--- src/hdl/pmp_rac_pkg.sv ---
// Package: item types, codes and sizes for the protection region check.
`timescale 1ns / 1ps

package pmp_rac_pkg;

  localparam int NUM_ENTRIES = 64;
  localparam int IDX_W       = (NUM_ENTRIES > 1) ? $clog2(NUM_ENTRIES) : 1;
  localparam int GROUP_SIZE  = 8;
  localparam int NUM_GROUPS  = (NUM_ENTRIES + GROUP_SIZE - 1) / GROUP_SIZE;
  localparam int PAD_ENTRIES = NUM_GROUPS * GROUP_SIZE;

  localparam logic [1:0] ACT_CHECK = 2'd0;
  localparam logic [1:0] ACT_SET   = 2'd1;
  localparam logic [1:0] ACT_WORD  = 2'd2;

  localparam logic [1:0] MODE_OFF   = 2'd0;
  localparam logic [1:0] MODE_TOR   = 2'd1;
  localparam logic [1:0] MODE_NA4   = 2'd2;
  localparam logic [1:0] MODE_NAPOT = 2'd3;

  localparam logic [1:0] KIND_READ  = 2'd0;
  localparam logic [1:0] KIND_WRITE = 2'd1;
  localparam logic [1:0] KIND_EXEC  = 2'd2;

  typedef struct packed {
    logic [1:0]  action;
    logic [5:0]  entry_index;
    logic [31:0] write_data;
    logic [33:0] phys_address;
    logic [1:0]  access_kind;
  } req_t;

  typedef struct packed {
    logic       granted;
    logic       region_hit;
    logic [5:0] hit_index;
  } res_t;

  typedef struct packed {
    logic                   valid;
    logic [PAD_ENTRIES-1:0] hit;
    logic [PAD_ENTRIES-1:0] perm;
  } match_stage_t;

endpackage

--- src/hdl/pmp_rac_top_dummy_never_used.sv ---
// Input register: takes each accepted item into the pipeline.
`timescale 1ns / 1ps

module pmp_rac_hold (
  input  logic              clk,
  input  logic              rst,
  input  logic              start,
  input  logic              busy,
  input  pmp_rac_pkg::req_t request,
  output logic              item_valid,
  output pmp_rac_pkg::req_t item
);
  import pmp_rac_pkg::*;

  always_ff @(posedge clk) begin
    if (rst) begin
      item_valid <= 1'b0;
    end else begin
      item_valid <= start && !busy;
    end
    item <= request;
  end

endmodule

--- config.mk ---
export PLATFORM = sky130hd
export DESIGN_NAME = pmp_rac_hold
export DESIGN_NICKNAME = d
export VERILOG_FILES = /design/src/hdl/pmp_rac_pkg.sv /design/src/hdl/pmp_rac_top_dummy_never_used.sv
export SDC_FILE = /design/constraint.sdc
export NUM_CORES = 1
export LEC_CHECK = 0
export BUFFER_PORTS_ARGS = -buffer_cell sky130_fd_sc_hd__buf_2
export CAP_MARGIN = 20
export CORE_MARGIN = 2
export CORE_UTILIZATION = 34
export CTS_CLUSTER_DIAMETER = 200
export DETAILED_ROUTE_END_ITERATION = 10
export PLACE_DENSITY_LB_ADDON = 0.1
export SLEW_MARGIN = 25
export SYNTH_ARGS = -nofsm -noshare
export SYNTH_HDL_FRONTEND = slang
export SYNTH_SLANG_ARGS = --single-unit
--- constraint.sdc ---
create_clock -name clk -period 0.8 [get_ports clk]
set_input_delay 0.2 -clock clk [delete_from_list [all_inputs] [get_ports clk]]
set_output_delay 0.2 -clock clk [all_outputs]
set_load 0.005 [all_outputs]
## After elaboration in Yosys (flattened, before gate mapping)

Cells that the tools add are included.
Widths: inputs -> output; s select.

- Input bits: 80
- Register bits: 77
- Output and inout port bits: 77
- Logic and storage cells: 8

- Reduce and logical (&&, ||, !) cells: 2

Operator list:

| operator | number |
|---|---|
| $logic_and 1x1->1 | 1 |
| $logic_not 1->1 | 1 |

## Logic depth before layout (Yosys ltp)

- Word-level depth: 2
- Mapped depth: 1
- Depth with buffers taken out: 1

## Worst setup path after synthesis

Ideal clock, no wire load.

- Path kind: register to output
- Start: reg item[0] in the netlist's numbering
- End: out item[0] in the netlist's numbering
- Stages on the path, launching flop included: 1
- Setup slack: 302 ps
- Data arrival time: 298 ps
- Cells stage by stage: dfxtp_1

RTL lines:

| item | line | text |
|---|---|---|
| from (decl) | pmp_rac_top_dummy_never_used.sv:11 | `output pmp_rac_pkg::req_t item` |
| from (signal assigned) | pmp_rac_top_dummy_never_used.sv:21 | `item <= request;` |

No word-level cell between the ends.

## Final worst setup path

- Start: reg item[16] in the netlist's numbering
- End: out item[16] in the netlist's numbering

No word-level cell between the ends.

==> flow_summary.ini <==
[run_status]
status = finished, violations left
violations = setup timing

[global_routing]
grt_antenna_before_repair = 0
grt_pass1_wl_um = 6840
grt_max_degree = 12
track_usage_pct = 18.3
grt_pass1_vias = 1554
grt_overflow = 0

[setup_path]
startpoint = item[16]
path_class = flip-flop to output port
critical-path-max-stage-delay_ns = 0.33
cpLargestDelayFamily = flip-flops
crit_end = item[16]
cp.arrival_ns = 0.77
crit_required_ns = 0.60
worst_path_max_delay_cell = dfxtp_2
start_kind = flip-flop
cp_cell_sequence = buf_2
critPathMaxFanout = 1
cp.buffers_inverters = 1
cp_num_cells = 1
critPathCaptureType = output port

[timing]
finalSetupTns_ns = -10.54
slew_headroom_pct = 91.4
final-hold-violation-count = 0
clock.fmax_mhz = 1030
worstMarginPinSlew_ns = 0.128
drv_slew = 0
whs_ns = 0.0469
setup_viol = 77
grt_setup_unrepaired = true
finalCriticalPeriod_ns = 0.970
worst_slack_ns = -0.170
fin_crit_sh_pct = 121

[logic_synthesis]
synthesis.area_sq_um = 1550
synthDistinctLibCells = 2
syn-instance-count = 78
synth_nets = 158
ys_top_cells_by_area = dfxtp_1, nor3b_2
yosysSeqAreaShare_pct = 99.2
yosysTopAreaCellShare_pct = 99.2
synth_area_leader_cell = dfxtp_1
ys_ff_latch = 77
ys_warn_count = 0
avgSynthCellArea_sq_um = 19.9

[power]
power_frac_seq_pct = 54.5
ir_worst_vdd_v = 0.00188
switching_share_pct = 19.5
p_int_uw = 6060
power_density_nw_per_um2 = 2180
p_comb_share_pct = 9.9
p_leak_uw = 0.00171
p_clk_share_pct = 35.6
p_sw_uw = 1470

[routing]
drtPass1Iterations = 2
viasPerCell = 3.90
drt_iter0_drc = 26
wirelength_um = 4740
drc_errors = 0
highest_layer = met4
wl_met1_um = 1540
final_antenna_net_count = 0
met2WireLength_um = 2570
vias = 1473
wl_met3_um = 511
wire_per_inst_um = 12.5

[flow_run]
drv_cap = 0

[clock_network]
cts_made_buffers = 9
cts_tree = done
cts_max_path_buffers = 2
root_buffer = clkbuf_8
htreeDepth = 3
clkSinkCount = 77
clk_pin_slew_ns = 0.07

[cells_and_area]
fill_cells = 272
mostFrequentLayoutCells = buf_2, dlygate4sd3_1, dfxtp_1
n_antenna_cell = 0
finalNonFillerCells = 378
layout_commonest_cell = buf_2
drive_above_1_share_pct = 57.7
utilization_pct = 78.7
finalNetCount = 401
multi_input_area_sq_um = 12.5
area.sequential_sq_um = 1560
syn_to_final_growth_pct = 122

[placed_design]
place.detailed.hpwl_um = 2730
dp_slack_ns = 0.187
gp_congestion = 0.669
port_buffers = 156
placed_cells = 286

[floorplanning]
initial_utilization_pct = 35.4
die_h_um = 71.6
die_w_um = 71.6
core_area_sq_um = 4380
pin_count = 157
fp-row-count = 24
dieArea_sq_um = 5130

[hold_path]
worst_hold_path_type = primary input to flip-flop
timing repair:
| item | 4_1_cts | 5_1_grt |
|---|---|---|
| pin swaps | 0 | 0 |
| setup buffers | 0 | 0 |
| gates resized for setup | 1 | 29 |
| endpoints found under the hold margin | 76 | 0 |
| setup endpoints to repair | 77 | 77 |
| hold buffers | 76 | 0 |
synthesized netlist by cell type:
master and number:
dfxtp_1 77, nor3b_2 1
routing by layer:
metal  up-vias  GRT usage, %
met5         -             0
met4         0          11.7
met3        11          8.02
met2        97          34.8
met1       641          15.0
li1        724             -
sequential cells by signal, indices dropped and copies added (netlist names):
name and count:
item 76, item_valid 1
cells by family after synthesis:
kind of cell  share of synthesized area [%]
simple gates                          0.805
flops                                  99.2
cell type report:
| type | count | share of cell area, % |
|---|---|---|
| timing repair buffer | 232 | 46.9 |
| sequential | 77 | 45.4 |
| clock buffer | 16 | 5.52 |
| tap | 52 | 1.89 |
| multi-input combinational | 1 | 0.363 |
how the worst min path moves through the flow:
stage | endpoint | from | cells after the start
after global placement | item[37] | request[37] | 1
final | item_valid | busy | 2
after CTS | item_valid | busy | 2
after global routing | item_valid | busy | 2
after floorplan | item[0] | request[0] | 0
after detailed placement | item[68] | request[68] | 1
power by group through the flow:
stage / Clock, uW / Combinational, uW / Sequential [uW]
after floorplan: 0 / 2.45 / 4210
after global placement: 0 / 408 / 4160
after detailed placement: 0 / 416 / 4170
after CTS: 2780 / 707 / 4080
after global routing: 2960 / 804 / 4120
final: 2680 / 747 / 4100
through the flow:
stage / instance area [sq um] / power (uW)
floorplan: 1550 / 4210
global placement: 2400 / 4570
detailed placement: 2400 / 4580
CTS: 3350 / 7560
global route: 3450 / 7880
finish: 3450 / 7530
No activity file was read; power rests on OpenSTA's default activity.
