### config.mk
export PLATFORM = sky130hd
export DESIGN_NAME = pmp_rac_prio
export DESIGN_NICKNAME = d
export VERILOG_FILES = /design/src/hdl/pmp_rac_pkg.sv /design/src/hdl/pmp_rac_prio.sv
export SDC_FILE = /design/constraint.sdc
export NUM_CORES = 1
export LEC_CHECK = 0
export ABC_AREA = 1
export BUFFER_PORTS_ARGS = -buffer_cell sky130_fd_sc_hd__buf_4
export CAP_MARGIN = 25
export CORE_MARGIN = 2
export CORE_UTILIZATION = 45
export CTS_CLUSTER_DIAMETER = 50
export DETAILED_ROUTE_END_ITERATION = 10
export PLACE_DENSITY = 0.88
export SYNTH_ARGS = -nofsm -noshare
export SYNTH_HDL_FRONTEND = slang
export SYNTH_SLANG_ARGS = --single-unit
### constraint.sdc
create_clock -name clk -period 1.2 [get_ports clk]
set_input_delay 0.12 -clock clk [delete_from_list [all_inputs] [get_ports clk]]
set_output_delay 0.12 -clock clk [all_outputs]
set_load 0.01 [all_outputs]
### src/hdl/pmp_rac_pkg.sv
// Package: item types, codes and sizes for the protection region check.
`timescale 1ns / 1ps

package pmp_rac_pkg;

  localparam int NUM_ENTRIES = 64;
  localparam int IDX_W       = (NUM_ENTRIES > 1) ? $clog2(NUM_ENTRIES) : 1;
  localparam int GROUP_SIZE  = 8;
  localparam int NUM_GROUPS  = (NUM_ENTRIES + GROUP_SIZE - 1) / GROUP_SIZE;
  localparam int PAD_ENTRIES = NUM_GROUPS * GROUP_SIZE;

  localparam logic [1:0] ACT_CHECK = 2'd0;
  localparam logic [1:0] ACT_SET   = 2'd1;
  localparam logic [1:0] ACT_WORD  = 2'd2;

  localparam logic [1:0] MODE_OFF   = 2'd0;
  localparam logic [1:0] MODE_TOR   = 2'd1;
  localparam logic [1:0] MODE_NA4   = 2'd2;
  localparam logic [1:0] MODE_NAPOT = 2'd3;

  localparam logic [1:0] KIND_READ  = 2'd0;
  localparam logic [1:0] KIND_WRITE = 2'd1;
  localparam logic [1:0] KIND_EXEC  = 2'd2;

  typedef struct packed {
    logic [1:0]  action;
    logic [5:0]  entry_index;
    logic [31:0] write_data;
    logic [33:0] phys_address;
    logic [1:0]  access_kind;
  } req_t;

  typedef struct packed {
    logic       granted;
    logic       region_hit;
    logic [5:0] hit_index;
  } res_t;

  typedef struct packed {
    logic                   valid;
    logic [PAD_ENTRIES-1:0] hit;
    logic [PAD_ENTRIES-1:0] perm;
  } match_stage_t;

endpackage

### src/hdl/pmp_rac_prio.sv
// Two-stage lowest-index priority pick over the match vector.
`timescale 1ns / 1ps

module pmp_rac_prio (
  input  logic                      clk,
  input  logic                      rst,
  input  pmp_rac_pkg::match_stage_t match_q,
  output logic                      done,
  output pmp_rac_pkg::res_t         result
);
  import pmp_rac_pkg::*;

  logic       a_valid;
  logic       grp_hit  [NUM_GROUPS];
  logic [2:0] grp_idx  [NUM_GROUPS];
  logic       grp_perm [NUM_GROUPS];

  logic       grp_hit_next  [NUM_GROUPS];
  logic [2:0] grp_idx_next  [NUM_GROUPS];
  logic       grp_perm_next [NUM_GROUPS];
  res_t       result_next;

  always_comb begin
    for (int g = 0; g < NUM_GROUPS; g++) begin
      grp_hit_next[g]  = 1'b0;
      grp_idx_next[g]  = 3'd0;
      grp_perm_next[g] = 1'b0;
      for (int j = GROUP_SIZE - 1; j >= 0; j--) begin
        if (match_q.hit[g*GROUP_SIZE + j]) begin
          grp_hit_next[g]  = 1'b1;
          grp_idx_next[g]  = 3'(j);
          grp_perm_next[g] = match_q.perm[g*GROUP_SIZE + j];
        end
      end
    end
  end

  always_ff @(posedge clk) begin
    if (rst) begin
      a_valid <= 1'b0;
    end else begin
      a_valid <= match_q.valid;
    end
    grp_hit  <= grp_hit_next;
    grp_idx  <= grp_idx_next;
    grp_perm <= grp_perm_next;
  end

  always_comb begin
    result_next = '0;
    for (int g = NUM_GROUPS - 1; g >= 0; g--) begin
      if (grp_hit[g]) begin
        result_next.granted    = grp_perm[g];
        result_next.region_hit = 1'b1;
        result_next.hit_index  = 6'(g * GROUP_SIZE) + {3'b000, grp_idx[g]};
      end
    end
  end

  always_ff @(posedge clk) begin
    if (rst) begin
      done <= 1'b0;
    end else begin
      done <= a_valid;
    end
    result <= result_next;
  end

`ifndef SYNTH
  a_done_follows_group: assert property (@(posedge clk) disable iff (rst)
    done |-> $past(a_valid))
    else $error("result strobe without a group stage item");

  a_group_follows_match: assert property (@(posedge clk) disable iff (rst)
    a_valid |-> $past(match_q.valid))
    else $error("group stage item without a match stage item");

  a_miss_is_clean: assert property (@(posedge clk) disable iff (rst)
    (done && !result.region_hit) |-> (!result.granted && result.hit_index == 6'd0))
    else $error("miss result carries grant or index");
`endif

endmodule

# Word-level counts from Yosys, hierarchy flattened

Cells that the tools add are included.
W data, S select, Z words.

Add/subtract/negate cells: 7
Muxes and demuxes: 136
Reductions and logical operators: 25

Operators with widths:

| kind                  | number |
|---|---|
| $mux W3               | 32 |
| $mux W1               | 80 |
| $mux W8               | 8 |
| $reduce_or A7 Y1      | 9 |
| $mux W2               | 16 |
| $reduce_or A4 Y1      | 8 |
| $reduce_or A2 Y1      | 8 |
| $add A5 B3 Y6 const A | 2 |
| $add A6 B3 Y6 const A | 2 |
| $add A5 B4 Y6 const A | 1 |
| $add A4 B3 Y5 const A | 1 |
| $add A4 B4 Y5 const A | 1 |

Flip-flop bits (word level): 50
Bits of input ports: 131
Output and inout port bits: 9
Word-level logic and storage cells: 214

# Logic depth before layout (Yosys ltp)

Depth after elaboration: 9
Gate-level depth with buffers: 9
Gate-level depth less buffers: 9

# Least setup slack after synthesis

Ideal clock, no wire load.

Kind: reg2reg
From: register grp_hit[1] (netlist name)
To: register result[6] (netlist name)
Library setup time: 0.124 ns
Arrival: 0.854 ns
Required time: 1.076 ns
Setup slack: 0.222 ns
Cell stages (with the launch flop): 4
Buffers on the path: 0
Clock period less this slack: 0.978 ns
Path through: dfxtp_1 > or2_2 > nor3_1 > nand2_1

Cells in the longest elaborated chain, start to end: 1

Ends and longest elaborated chain:

| what                              | RTL line           | source |
|---|---|---|
| start, declared                   | pmp_rac_prio.sv:14 | `logic grp_hit [NUM_GROUPS];` |
| start signal, assigned            | pmp_rac_prio.sv:44 | `grp_hit <= grp_hit_next;` |
| $reduce_or A7 Y1 (no source line) | --                 |  |
| end signal, assigned              | pmp_rac_prio.sv:66 | `result <= result_next;` |
| end, declared                     | pmp_rac_prio.sv:9  | `output pmp_rac_pkg::res_t result` |

Every way passes these cells.
A chain may end at the register's enable or synchronous reset.

# Final worst setup path

From: input port match_q[80] (netlist name)
To: register grp_hit[5] (netlist name)

Cells in the longest elaborated chain, start to end: 1

Ends and longest elaborated chain:

| what                              | RTL line          | source |
|---|---|---|
| start, declared                   | pmp_rac_prio.sv:7 | `input pmp_rac_pkg::match_stage_t match_q,` |
| $reduce_or A7 Y1 (no source line) | --                |  |

Every way passes these cells.

==> results.sh <==
export IMPL_antenna_found_initial=0
export IMPL_slew_viol_final=0
export IMPL_die_w_um=80.5
export IMPL_first_pass_iters=4
export IMPL_hpwl_mm=5.85
export IMPL_synth_cell_types=17
export IMPL_ios=140
export IMPL_ant_nets=0
export IMPL_total_leakage_power_nw=1.98
export IMPL_layout_nets=698
export IMPL_crit_path_top_delay_cell="dlygate4sd3_1"
export IMPL_tns_ps=0
export IMPL_rsz0062_at_grt="false"
export IMPL_dr_first_iter_drc_count=118
export IMPL_cts_setup_buffers=0
export IMPL_ys_ff_latch=50
export IMPL_synth_most_common_cell="nand2_1"
export IMPL_synthTopCellsByCount="nand2_1, nor2_1, dfxtp_1, a21oi_1, inv_1"
export IMPL_status="finished clean"
export IMPL_post_drt_wl_per_cell_um=10.8
export IMPL_root_buffer="clkbuf_8"
export IMPL_core_area_sq_um=5570
export IMPL_syn_inst=417
export IMPL_drt_total_wl_mm=6.93
export IMPL_grt_pass1_wl_mm=11.1
export IMPL_synth_top_area_share_pct=38.0
export IMPL_post_place_cells=629
export IMPL_cp_required_ps=1370
export IMPL_crit_chain="dlygate4sd3_1, buf_4, or2_2, nor2_1, nand2_1"
export IMPL_synth_area_leaders="dfxtp_1, nand2_1, nor2_1, a21oi_1, inv_1"
export IMPL_ys_warnings_count=0
export IMPL_synthesis_nets=548
export IMPL_synth_edf_count=0
export IMPL_r2r_setup_slack_ps=120
export IMPL_arrival_ps=1260
export IMPL_final_util_pct=69.9
export IMPL_max_stage_delay_ps=540
export IMPL_globalRouteOverflowTotal=0
export IMPL_endpoint_kind="register"
export IMPL_synth_flop_cell="dfxtp_1"
export IMPL_fin_cells=640
export IMPL_cts_tree="done"
export IMPL_place_congestion=0.837
export IMPL_track_usage_pct=21.0
export IMPL_grt_pass1_vias=2957
export IMPL_fp_dieArea_sq_um=6480
export IMPL_finalSetupViolations=0
export IMPL_vias_per_cell=4.89
export IMPL_cp_num_buf_inv=2
export IMPL_worst_pin_slew_ps=267
export IMPL_finalHoldViolations=0
export IMPL_critical_path_top_delay_family="buffers and inverters"
export IMPL_cp_start_kind="input port"
export IMPL_post_dp_cell_area_sq_um=3770
export IMPL_numCtsBuffers=5
export IMPL_fill_cells=483
export IMPL_grt_start_max_net_pins=15
export IMPL_maxCapViolations=0
export IMPL_synth_top_area_cell="dfxtp_1"
export IMPL_final_area_sq_um=3890
export IMPL_cts_clk_slew_worst_paths_ps=80
export IMPL_htree_levels=2
export IMPL_synthArstFlopShare_pct=0
export IMPL_p_per_area_nw_per_um2=888
export IMPL_min_period_over_period_pct=90.6
export IMPL_clock_fmax_mhz=919
export IMPL_syn_area_sq_um=2640
export IMPL_via_count=3131
export IMPL_clk_latency_ps=290
export IMPL_synth_avg_cell_area_sq_um=6.32
export IMPL_rows=27
export IMPL_maxSlewHeadroom_pct=82.1
export IMPL_critical_path_class="in2reg"
export IMPL_syn2layout_area_growth_pct=47.8
export IMPL_drc=0
export IMPL_clock_path_buffers=2
export IMPL_cts_sinks=50
export IMPL_clock_skew_ps=3.01
export IMPL_peakVddDrop_uv=581
export IMPL_fin_total_pwr_mw=3.46
export IMPL_die_y_um=80.5
export IMPL_io_buffer_count=139
export IMPL_drive_gt1_share_pct=28.7
export IMPL_ys_seq_area_share_pct=38.0
export IMPL_start_util_pct=47.3
export IMPL_hold_class="in2reg"
export IMPL_antenna_cells=0
export IMPL_cp_max_fo=4
export IMPL_finalWorstPathRequiredPeriod_ps=1090
-- per-layer routing --
metal | GRT usage [%] | routed length, um | up-vias
li1 | - | - | 1648
met1 | 22.6 | 2790 | 1377
met2 | 41.6 | 3610 | 101
met3 | 3.82 | 473 | 5
met4 | 5.25 | 55 | 0
met5 | 0 | 0 | -
-- cells by family (layout without fill, tap and decap cells) --
logic type	after synthesis	in the layout	share of synthesized area, %
DFF	50	50	38.0
AOI/OAI and AO/OA	68	68	14.9
and+or+nand+nor	258	258	41.0
buffers and inverters	41	192	6.13
-- per-stage QoR --
step                worst slack (ps)  hold WS, ps
floorplan                        222          189
global placement                 172          288
detailed placement              86.7          296
CTS                             70.5         14.4
global route                    2.93         12.9
finish                           112         17.2
-- registers in the layout, indices dropped and copies added, names as in the netlist --
signal,count
grp_perm,8
a_valid,1
done,1
grp_idx,24
result,8
grp_hit,8
-- cell usage in the layout, fill, tap and decap left out --
cell             n
a211oi_1         8
a21oi_1         44
a22oi_1          2
a31oi_1          5
buf_4          141
clkbuf_1         1
clkbuf_8         6
clkinv_2         1
dfxtp_1         49
dfxtp_2          1
dlygate4sd3_1    3
inv_1           40
nand2_1        136
nand3_1         12
nor2_1          60
nor3_1          24
nor4_1           6
o21ai_0          1
o21bai_1         8
or2_1            6
or2_2           13
or2_4            1
-- path summary, 6_finish.rpt --
check | start | end | cells after the start
setup / recovery | match_q[80] | grp_hit[5] | 5
hold reg to reg | a_valid | done | 2
setup reg to reg | grp_hit[2] | result[3] | 4
hold / removal | match_q[64] | grp_idx[21] | 2
-- what timing repair did --
| item | 4_1_cts | 5_1_grt |
|---|---|---|
| setup endpoints to repair | 0 | 5 |
| hold buffers | 3 | 0 |
| gates resized for setup | 0 | 1 |
| hold endpoints to repair | 4 | 0 |
-- final cells by class --
class                      count  area [sq um]  share of cell area, %
clock buffer                   7          86.3                   2.22
clock inverter                 1          5.00                  0.128
inverter                      40           150                   3.85
multi-input combinational    326          1470                   37.8
sequential                    50          1000                   25.7
tap                           72          90.1                   2.31
timing repair buffer         144          1090                   27.9
-- where the power goes --
part | switching, mW | internal [mW] | leakage (nW)
registers | 0.0280 | 1.74 | 0.412
logic | 0.325 | 0.437 | 1.52
clock network | 0.468 | 0.464 | 0.0482
Power figures use the tool's default switching activity.
